$ cat src/h264rtp_pkg.sv
`default_nettype none

package h264rtp_pkg;

  localparam int unsigned MAX_NALS_DEFAULT = 15;

  localparam logic [13:0] MTU_RESET = 14'd1400;
  localparam logic [13:0] MTU_FLOOR = 14'd1100;
  localparam logic [13:0] MTU_CEIL  = 14'd9000;

  localparam logic [1:0] KIND_SINGLE = 2'd0;
  localparam logic [1:0] KIND_STAP   = 2'd1;
  localparam logic [1:0] KIND_FU     = 2'd2;

  localparam logic [7:0] STAP_TYPE = 8'd24;
  localparam logic [7:0] FU_TYPE   = 8'd28;
  localparam logic [4:0] SPS_TYPE  = 5'd7;
  localparam logic [4:0] PPS_TYPE  = 5'd8;
  localparam logic [7:0] NRI_MASK  = 8'h60;

  typedef enum logic [2:0] {
    ST_IDLE,
    ST_EVAL,
    ST_FLUSH_OLD,
    ST_FRAG,
    ST_FLUSH_END
  } h264rtp_state_t;

  typedef struct packed {
    logic latch;
    logic append;
    logic open;
    logic flush;
    logic flush_mark;
    logic flush_last;
    logic frag_init;
    logic frag_step;
  } h264rtp_cmd_t;

  typedef struct packed {
    logic group_open;
    logic fits;
    logic drop;
    logic too_long;
    logic frame_last;
    logic frag_end;
    logic out_free;
  } h264rtp_status_t;

endpackage

`default_nettype wire

$ cat src/h264rtp_ctrl.sv
`default_nettype none

module h264rtp_ctrl (
  input  wire                           clk,
  input  wire                           rst,
  input  wire                           in_valid,
  output logic                          in_stall,
  input  h264rtp_pkg::h264rtp_status_t  status,
  output h264rtp_pkg::h264rtp_cmd_t     cmd
);
  import h264rtp_pkg::*;

  h264rtp_state_t state;
  h264rtp_state_t state_next;

  always_ff @(posedge clk) begin
    if (rst) begin
      state <= ST_IDLE;
    end else begin
      state <= state_next;
    end
  end

  always_comb begin
    state_next = state;
    cmd        = '0;
    in_stall   = 1'b1;
    case (state)
      ST_IDLE: begin
        in_stall = 1'b0;
        if (in_valid) begin
          cmd.latch  = 1'b1;
          state_next = ST_EVAL;
        end
      end
      ST_EVAL: begin
        if (status.fits) begin
          cmd.append = 1'b1;
          state_next = status.frame_last ? ST_FLUSH_END : ST_IDLE;
        end else if (status.group_open) begin
          state_next = ST_FLUSH_OLD;
        end else if (status.drop) begin
          state_next = ST_IDLE;
        end else if (status.too_long) begin
          cmd.frag_init = 1'b1;
          state_next    = ST_FRAG;
        end else begin
          cmd.open   = 1'b1;
          state_next = status.frame_last ? ST_FLUSH_END : ST_IDLE;
        end
      end
      ST_FLUSH_OLD: begin
        if (status.out_free) begin
          cmd.flush      = 1'b1;
          cmd.flush_mark = 1'b0;
          cmd.flush_last = status.drop || (!status.too_long && !status.frame_last);
          cmd.open       = !status.drop && !status.too_long;
          cmd.frag_init  = !status.drop && status.too_long;
          if (status.drop) begin
            state_next = ST_IDLE;
          end else if (status.too_long) begin
            state_next = ST_FRAG;
          end else begin
            state_next = status.frame_last ? ST_FLUSH_END : ST_IDLE;
          end
        end
      end
      ST_FRAG: begin
        if (status.out_free) begin
          cmd.frag_step = 1'b1;
          if (status.frag_end) begin
            state_next = ST_IDLE;
          end
        end
      end
      ST_FLUSH_END: begin
        if (status.out_free) begin
          cmd.flush      = 1'b1;
          cmd.flush_mark = 1'b1;
          cmd.flush_last = 1'b1;
          state_next     = ST_IDLE;
        end
      end
      default: begin
        state_next = ST_IDLE;
      end
    endcase
  end

endmodule

`default_nettype wire

$ cat src/h264rtp_dp.sv
`default_nettype none

module h264rtp_dp #(
  parameter int unsigned MaxNals = h264rtp_pkg::MAX_NALS_DEFAULT
) (
  input  wire                           clk,
  input  wire                           rst,
  input  wire                           cfg_write,
  input  wire  [13:0]                   cfg_data,
  input  wire  [15:0]                   unit_length,
  input  wire  [7:0]                    nal_header,
  input  wire                           nal_unique,
  input  wire                           frame_last,
  input  wire                           out_stall,
  input  h264rtp_pkg::h264rtp_cmd_t     cmd,
  output h264rtp_pkg::h264rtp_status_t  status,
  output logic                          out_valid,
  output logic [1:0]                    packet_kind,
  output logic [7:0]                    header_first,
  output logic [7:0]                    header_second,
  output logic [3:0]                    nal_count,
  output logic [15:0]                   data_offset,
  output logic [15:0]                   payload_length,
  output logic                          marker,
  output logic                          last
);
  import h264rtp_pkg::*;

  logic [13:0] mtu;

  logic [15:0] len;
  logic [7:0]  hdr;
  logic        uniq;
  logic        fl;

  logic [3:0]  group_count;
  logic [15:0] group_size;
  logic [1:0]  group_nri;
  logic [7:0]  group_head_header;
  logic [15:0] group_head_length;

  logic [15:0] frag_rem;
  logic [15:0] frag_off;
  logic        frag_first;

  logic [16:0] join_size;
  logic [1:0]  nri;
  logic [4:0]  unit_type;
  logic [15:0] frag_size;

  always_comb begin
    nri        = hdr[6:5];
    unit_type  = hdr[4:0];
    join_size  = {1'b0, group_size} + 17'd2 + {1'b0, len};

    status.group_open = (group_count != 4'd0);
    status.fits       = status.group_open && (group_count < 4'(MaxNals))
                        && (join_size <= {3'b000, mtu});
    status.drop       = !uniq && ((unit_type == SPS_TYPE) || (unit_type == PPS_TYPE));
    status.too_long   = (len > {2'b00, mtu});
    status.frame_last = fl;
    status.frag_end   = (({1'b0, frag_rem} + 17'd2) <= {3'b000, mtu});
    status.out_free   = !out_valid || !out_stall;

    frag_size = status.frag_end ? frag_rem : ({2'b00, mtu} - 16'd2);
  end

  always_ff @(posedge clk) begin
    if (rst) begin
      mtu <= MTU_RESET;
    end else if (cfg_write) begin
      if (cfg_data < MTU_FLOOR) begin
        mtu <= MTU_FLOOR;
      end else if (cfg_data > MTU_CEIL) begin
        mtu <= MTU_CEIL;
      end else begin
        mtu <= cfg_data;
      end
    end
  end

  always_ff @(posedge clk) begin
    if (cmd.latch) begin
      len  <= unit_length;
      hdr  <= nal_header;
      uniq <= nal_unique;
      fl   <= frame_last;
    end
  end

  always_ff @(posedge clk) begin
    if (rst) begin
      group_count       <= 4'd0;
      group_size        <= 16'd0;
      group_nri         <= 2'd0;
      group_head_header <= 8'd0;
      group_head_length <= 16'd0;
    end else if (cmd.open) begin
      group_count       <= 4'd1;
      group_size        <= len + 16'd3;
      group_nri         <= nri;
      group_head_header <= hdr;
      group_head_length <= len;
    end else if (cmd.append) begin
      group_count <= group_count + 4'd1;
      group_size  <= join_size[15:0];
      if (nri > group_nri) begin
        group_nri <= nri;
      end
    end else if (cmd.flush) begin
      group_count       <= 4'd0;
      group_size        <= 16'd0;
      group_nri         <= 2'd0;
      group_head_header <= 8'd0;
      group_head_length <= 16'd0;
    end
  end

  always_ff @(posedge clk) begin
    if (cmd.frag_init) begin
      frag_rem   <= len - 16'd1;
      frag_off   <= 16'd1;
      frag_first <= 1'b1;
    end else if (cmd.frag_step) begin
      frag_rem   <= frag_rem - frag_size;
      frag_off   <= frag_off + frag_size;
      frag_first <= 1'b0;
    end
  end

  always_ff @(posedge clk) begin
    if (rst) begin
      out_valid <= 1'b0;
    end else if (cmd.flush || cmd.frag_step) begin
      out_valid <= 1'b1;
    end else if (!out_stall) begin
      out_valid <= 1'b0;
    end
  end

  always_ff @(posedge clk) begin
    if (cmd.flush) begin
      header_second <= 8'd0;
      data_offset   <= 16'd0;
      marker        <= cmd.flush_mark;
      last          <= cmd.flush_last;
      if (group_count == 4'd1) begin
        packet_kind    <= KIND_SINGLE;
        header_first   <= group_head_header;
        nal_count      <= 4'd1;
        payload_length <= group_head_length;
      end else begin
        packet_kind    <= KIND_STAP;
        header_first   <= STAP_TYPE | {1'b0, group_nri, 5'd0};
        nal_count      <= group_count;
        payload_length <= group_size;
      end
    end else if (cmd.frag_step) begin
      packet_kind    <= KIND_FU;
      header_first   <= (hdr & NRI_MASK) | FU_TYPE;
      header_second  <= {frag_first, status.frag_end, 1'b0, unit_type};
      nal_count      <= 4'd1;
      data_offset    <= frag_off;
      payload_length <= frag_size;
      marker         <= status.frag_end && fl;
      last           <= status.frag_end;
    end
  end

endmodule

`default_nettype wire

$ cat src/h264_nal_rtp_packetizer.sv
`default_nettype none
// A NAL is latched when accepted, then evaluated; any packet words it closes are registered.
// The controller emits one word per cycle into a single output register while the output
// does not stall; a stall at the output holds the flow.
// The next NAL is taken only when the controller idles, once the last one is through.
// Reset is synchronous: the MTU returns to 1400, the open group is emptied and the output is idle.

module h264_nal_rtp_packetizer #(
  parameter int unsigned MaxNals = h264rtp_pkg::MAX_NALS_DEFAULT
) (
  input  wire         clk,
  input  wire         rst,
  input  wire         cfg_write,
  input  wire  [13:0] cfg_data,
  input  wire         in_valid,
  output logic        in_stall,
  input  wire  [15:0] unit_length,
  input  wire  [7:0]  nal_header,
  input  wire         nal_unique,
  input  wire         frame_last,
  output logic        out_valid,
  input  wire         out_stall,
  output logic [1:0]  packet_kind,
  output logic [7:0]  header_first,
  output logic [7:0]  header_second,
  output logic [3:0]  nal_count,
  output logic [15:0] data_offset,
  output logic [15:0] payload_length,
  output logic        marker,
  output logic        last
);
  import h264rtp_pkg::*;

  h264rtp_cmd_t    cmd;
  h264rtp_status_t status;

  h264rtp_ctrl u_ctrl (
    .clk      (clk),
    .rst      (rst),
    .in_valid (in_valid),
    .in_stall (in_stall),
    .status   (status),
    .cmd      (cmd)
  );

  h264rtp_dp #(
    .MaxNals (MaxNals)
  ) u_dp (
    .clk            (clk),
    .rst            (rst),
    .cfg_write      (cfg_write),
    .cfg_data       (cfg_data),
    .unit_length    (unit_length),
    .nal_header     (nal_header),
    .nal_unique     (nal_unique),
    .frame_last     (frame_last),
    .out_stall      (out_stall),
    .cmd            (cmd),
    .status         (status),
    .out_valid      (out_valid),
    .packet_kind    (packet_kind),
    .header_first   (header_first),
    .header_second  (header_second),
    .nal_count      (nal_count),
    .data_offset    (data_offset),
    .payload_length (payload_length),
    .marker         (marker),
    .last           (last)
  );

  // Once a NAL is taken, the block is busy evaluating it in the next cycle.
  a_busy_after_accept: assert property (@(posedge clk) disable iff (rst)
    (in_valid && !in_stall) |=> in_stall)
    else $error("input accepted while evaluating a NAL");

  // Only an aggregate carries more than one NAL.
  a_count_kind: assert property (@(posedge clk) disable iff (rst)
    out_valid |-> ((packet_kind == KIND_STAP) == (nal_count != 4'd1)))
    else $error("NAL count does not match packet kind");

  // The frame end is always the final word of its NAL.
  a_marker_last: assert property (@(posedge clk) disable iff (rst)
    (out_valid && marker) |-> last)
    else $error("marker set on a word that is not last");

endmodule

`default_nettype wire
$ cat config.mk
export PLATFORM = sky130hd
export DESIGN_NAME = h264_nal_rtp_packetizer
export DESIGN_NICKNAME = d
export VERILOG_FILES = /design/src/h264rtp_pkg.sv /design/src/h264rtp_ctrl.sv /design/src/h264rtp_dp.sv /design/src/h264_nal_rtp_packetizer.sv
export SDC_FILE = /design/constraint.sdc
export NUM_CORES = 1
export LEC_CHECK = 0
export ABC_AREA = 1
export BUFFER_PORTS_ARGS = -buffer_cell sky130_fd_sc_hd__buf_2
export CORE_ASPECT_RATIO = 0.7
export CORE_MARGIN = 5
export CORE_UTILIZATION = 35
export DETAILED_ROUTE_END_ITERATION = 8
export GPL_ROUTABILITY_DRIVEN = 0
export PLACE_DENSITY = 0.6
export SLEW_MARGIN = 20
export SYNTH_ARGS = -nofsm -noshare
export SYNTH_HDL_FRONTEND = slang
export SYNTH_SLANG_ARGS = --single-unit
$ cat constraint.sdc
create_clock -name clk -period 8.49 [get_ports clk]
set_clock_uncertainty 0.2 [all_clocks]
set_input_delay 0.4245 -clock clk [delete_from_list [all_inputs] [get_ports clk]]
set_output_delay 0.4245 -clock clk [all_outputs]
set_load 0.005 [all_outputs]
==> flow_metrics.tcl <==
set metrics [dict create \
    synth_common_cells "nand2_1 (368), inv_1 (183), a21oi_1 (148)" \
    n_antenna_cell 0 \
    worst_slew_pin_slew_ns 1.03 \
    timing.fmax_mhz 173 \
    antenna_found_initial 0 \
    clockBufferDepth 2 \
    grt_pass1_wl_um 55900 \
    dp_slack_ns 2.79 \
    synthCells 1505 \
    layout.nets 1776 \
    outcome "completed" \
    io-pin-count 103 \
    rr_worst_depth 26 \
    slowest_delay_ns 0.48 \
    slowest_stage "edfxtp_1" \
    required_ns 8.50 \
    critPathBufInv 3 \
    cts.clk_slew.worst_paths_ns 0.07 \
    r2r_start "u_dp.frag_rem[3]$_DFFE_PP_" \
    start_util_pct 35.2 \
    drive_above_1_share_pct 12.9 \
    yosysTopAreaCell "edfxtp_1" \
    synth_most_common_cell "nand2_1" \
    post-route-period-util_pct 68.1 \
    route.detailed.drc 0 \
    synth_edf_count 74 \
    cp-end-kind "register" \
    crit_path_start_kind "register" \
    synth_flop_cell "dfxtp_1" \
    max_slew_margin_pct 31.2 \
    rows 56 \
    finalSetupViolCount 0 \
    drtAntennaViolNets 0 \
    ys_types 60 \
    cpMostUsedCell "nand2_1" \
    avgViaCountPerCell 5.17 \
    htree_num_levels 4 \
    crit_path_max_fanout 35 \
    maxCapViolCount 0 \
    timing.rr.end "u_dp.frag_rem[12]$_DFFE_PP_" \
    fp.coreArea_um2 33200 \
    top_layer_used "met4" \
    synthTopCellsByArea "edfxtp_1 (19%), dfxtp_1 (18%), ha_1 (12%), nand2_1 (12%), a21oi_1 (6.3%)" \
    post_drt_wl_per_cell_um 17.3 \
    wl_met3_um 2720 \
    wl_um 35800 \
    finalSetupTns_ns 0 \
    die-width_um 228 \
    cts_buffers 17 \
    synth_seq_cells 178 \
    critical_path.top_delay_family "simple AND/OR/NAND/NOR gates" \
    synth-seq-area-share_pct 36.9 \
    holdPathStages 3 \
    wl_met1_um 17300 \
    drtIter0Drc 1067 \
    arrival_ns 5.79 \
    grt_usage_pct 19.1 \
    reg2reg_slack_ns 2.71 \
    syn-cell-area_um2 11700 \
    min_to "u_dp.mtu[1]$_SDFFE_PP0P_" \
    syn2layout_area_growth_pct 15.2 \
    holdCritStartpoint "cfg_data[1]" \
    grt_max_degree 49 \
    clock_latency_ns 0.46 \
    yosysTopAreaCellShare_pct 19.0 \
    synthArstFlopShare_pct 0 \
    cts_sinks 178 \
    syn-num-nets 1664 \
    dp_hpwl_um 27300 \
    cts_tree "done" \
    die-height_um 163 \
    slew_viol_final 0 \
    dr.pass1.iters 5 \
    p_leak_nw 6.16 \
    hold_viol_final 0 \
    avgSynthCellArea_um2 7.76 \
    power_density_nw_per_um2 333 \
    port_buffers 101 \
    ctsRootBufferMaster "clkbuf_16" \
    grt_pass1_vias 10100 \
    ir_drop_v 0.000166 \
    die_area_um2 37200 \
    crit_type "register to register" \
    finalCriticalPeriod_ns 5.78 \
    final.setup.worst_slack_ns 2.71 \
    rsz0062_at_grt "false" \
    holdCritPathClass "primary input to register" \
    gr-total-overflow 0 \
    synth_warnings 0 \
    num_vias 10700 \
    wl_met2_um 15100 \
]
==> sequential cells by signal (all words and copies together) (netlist names), 3 cells and up <==
name,flops
u_dp.payload_length,16
u_dp.frag_rem,16
u_dp.group_head_header,8
u_dp.len,16
u_dp.mtu,14
u_dp.data_offset,16
u_ctrl.state,3
u_dp.group_head_length,16
u_dp.group_size,16
u_dp.nal_count,4
u_dp.group_count,4
u_dp.frag_off,16
u_dp.hdr,8
u_dp.header_first,8
u_dp.header_second,7
==> metal layers <==
layer  global-route usage, %  up-vias
li1                        -     5257
met1                    27.5     5017
met2                    28.6      372
met3                    4.58       37
met4                    5.00        0
met5                       0        -
==> power by group <==
part | internal [mW] | switching (mW)
Clock | 0.448 | 0.390
Sequential | 1.20 | 0.222
Combinational | 0.774 | 1.45
Total | 2.42 | 2.06
==> timing repair <==
action                                  CTS  global route
endpoints found under the setup margin    0             0
buffers inserted                          0             0
hold endpoints to repair                 26             0
hold buffers                             26             0
resized for setup                         0             0
==> metrics by stage <==
| step | utilization (%) | instances | cell area, µm² | total power, mW | hold WS (ns) |
|---|---|---|---|---|---|
| floorplan | - | 1505 | 11700 | 2.96 | 0.218 |
| global placement | 37.8 | 2007 | 12600 | 3.57 | 0.226 |
| detailed placement | 37.8 | 2007 | 12600 | 3.60 | 0.235 |
| CTS | 40.5 | 2065 | 13400 | 4.47 | 0.0210 |
| global route | 40.5 | 2065 | 13400 | 4.84 | 0.0491 |
| finish | 40.5 | 2065 | 13400 | 4.48 | 0.0452 |
==> worst max path at each step <==
stage / cells past startpoint / from / end / slack (ns)
5_1_grt: 26 / u_dp.frag_rem[3]$_DFFE_PP_ / u_dp.frag_rem[12]$_DFFE_PP_ / 2.10
3_3_place_gp: 26 / u_dp.frag_rem[3]$_DFFE_PP_ / u_dp.frag_rem[12]$_DFFE_PP_ / 3.08
6_report: 26 / u_dp.frag_rem[3]$_DFFE_PP_ / u_dp.frag_rem[12]$_DFFE_PP_ / 2.71
4_1_cts: 28 / u_dp.frag_rem[3]$_DFFE_PP_ / u_dp.frag_rem[12]$_DFFE_PP_ / 2.79
3_5_place_dp: 28 / u_dp.frag_rem[3]$_DFFE_PP_ / u_dp.frag_rem[12]$_DFFE_PP_ / 2.79
2_1_floorplan: 31 / u_dp.frag_rem[5]$_DFFE_PP_ / u_dp.frag_rem[12]$_DFFE_PP_ / 3.70
==> worst register-to-register path, delay by kind of cell, from the launching register on <==
kind / cells / cell delay [ns]
DFF: 1 / 0.48
and+or+nand+nor: 12 / 2.09
xor gates and xnor gates: 1 / 0.15
buffers and inverters: 3 / 0.20
adders and majority gates: 3 / 0.91
AOI/OAI and AO/OA: 7 / 1.52
==> cell type report <==
| type | instances | area (µm²) |
|---|---|---|
| Clock buffer | 17 | 425 |
| Clock inverter | 15 | 189 |
| Fill cell | 3423 | 19800 |
| Inverter | 195 | 732 |
| Multi-Input combinational cell | 1091 | 6430 |
| Sequential cell | 178 | 4300 |
| Tap cell | 435 | 544 |
| Timing Repair Buffer | 134 | 818 |
==> layout by cell type (no fill, tap or decap), drive strengths merged, types with 3 or more instances in the layout <==
| master | synthesis | routed |
|---|---|---|
| o21ai | 96 | 96 |
| nand3 | 61 | 61 |
| a21boi | 3 | 3 |
| o211ai | 17 | 17 |
| xnor2 | 13 | 13 |
| dfxtp | 104 | 104 |
| nand4 | 14 | 14 |
| a31oi | 4 | 4 |
| clkinv | 1 | 5 |
| edfxtp | 74 | 74 |
| a21oi | 149 | 149 |
| nand2 | 372 | 372 |
| a22oi | 10 | 10 |
| buf | 21 | 108 |
| dlygate4sd3 | 0 | 26 |
| a21o | 3 | 3 |
| xor2 | 47 | 47 |
| or2 | 7 | 7 |
| nor2 | 110 | 110 |
| ha | 111 | 111 |
| nor4 | 3 | 3 |
| o31ai | 4 | 4 |
| nor3 | 31 | 31 |
| o21bai | 7 | 7 |
| inv | 194 | 201 |
| fa | 3 | 3 |
| nand3b | 5 | 5 |
| o21a | 3 | 3 |
| clkbuf | 20 | 17 |
==> cell families after synthesis <==
kind of cell               count (synthesis)  share of synthesized area, %
buffers and inverters                    236                          8.07
adders and majority gates                114                          12.4
and+or+nand+nor                          607                          22.4
other                                      1                        0.0321
AOI/OAI and AO/OA                        309                          15.7
DFF                                      178                          36.9
xor gates and xnor gates                  60                          4.50
Note: power is estimated with default switching activity, not from simulation.
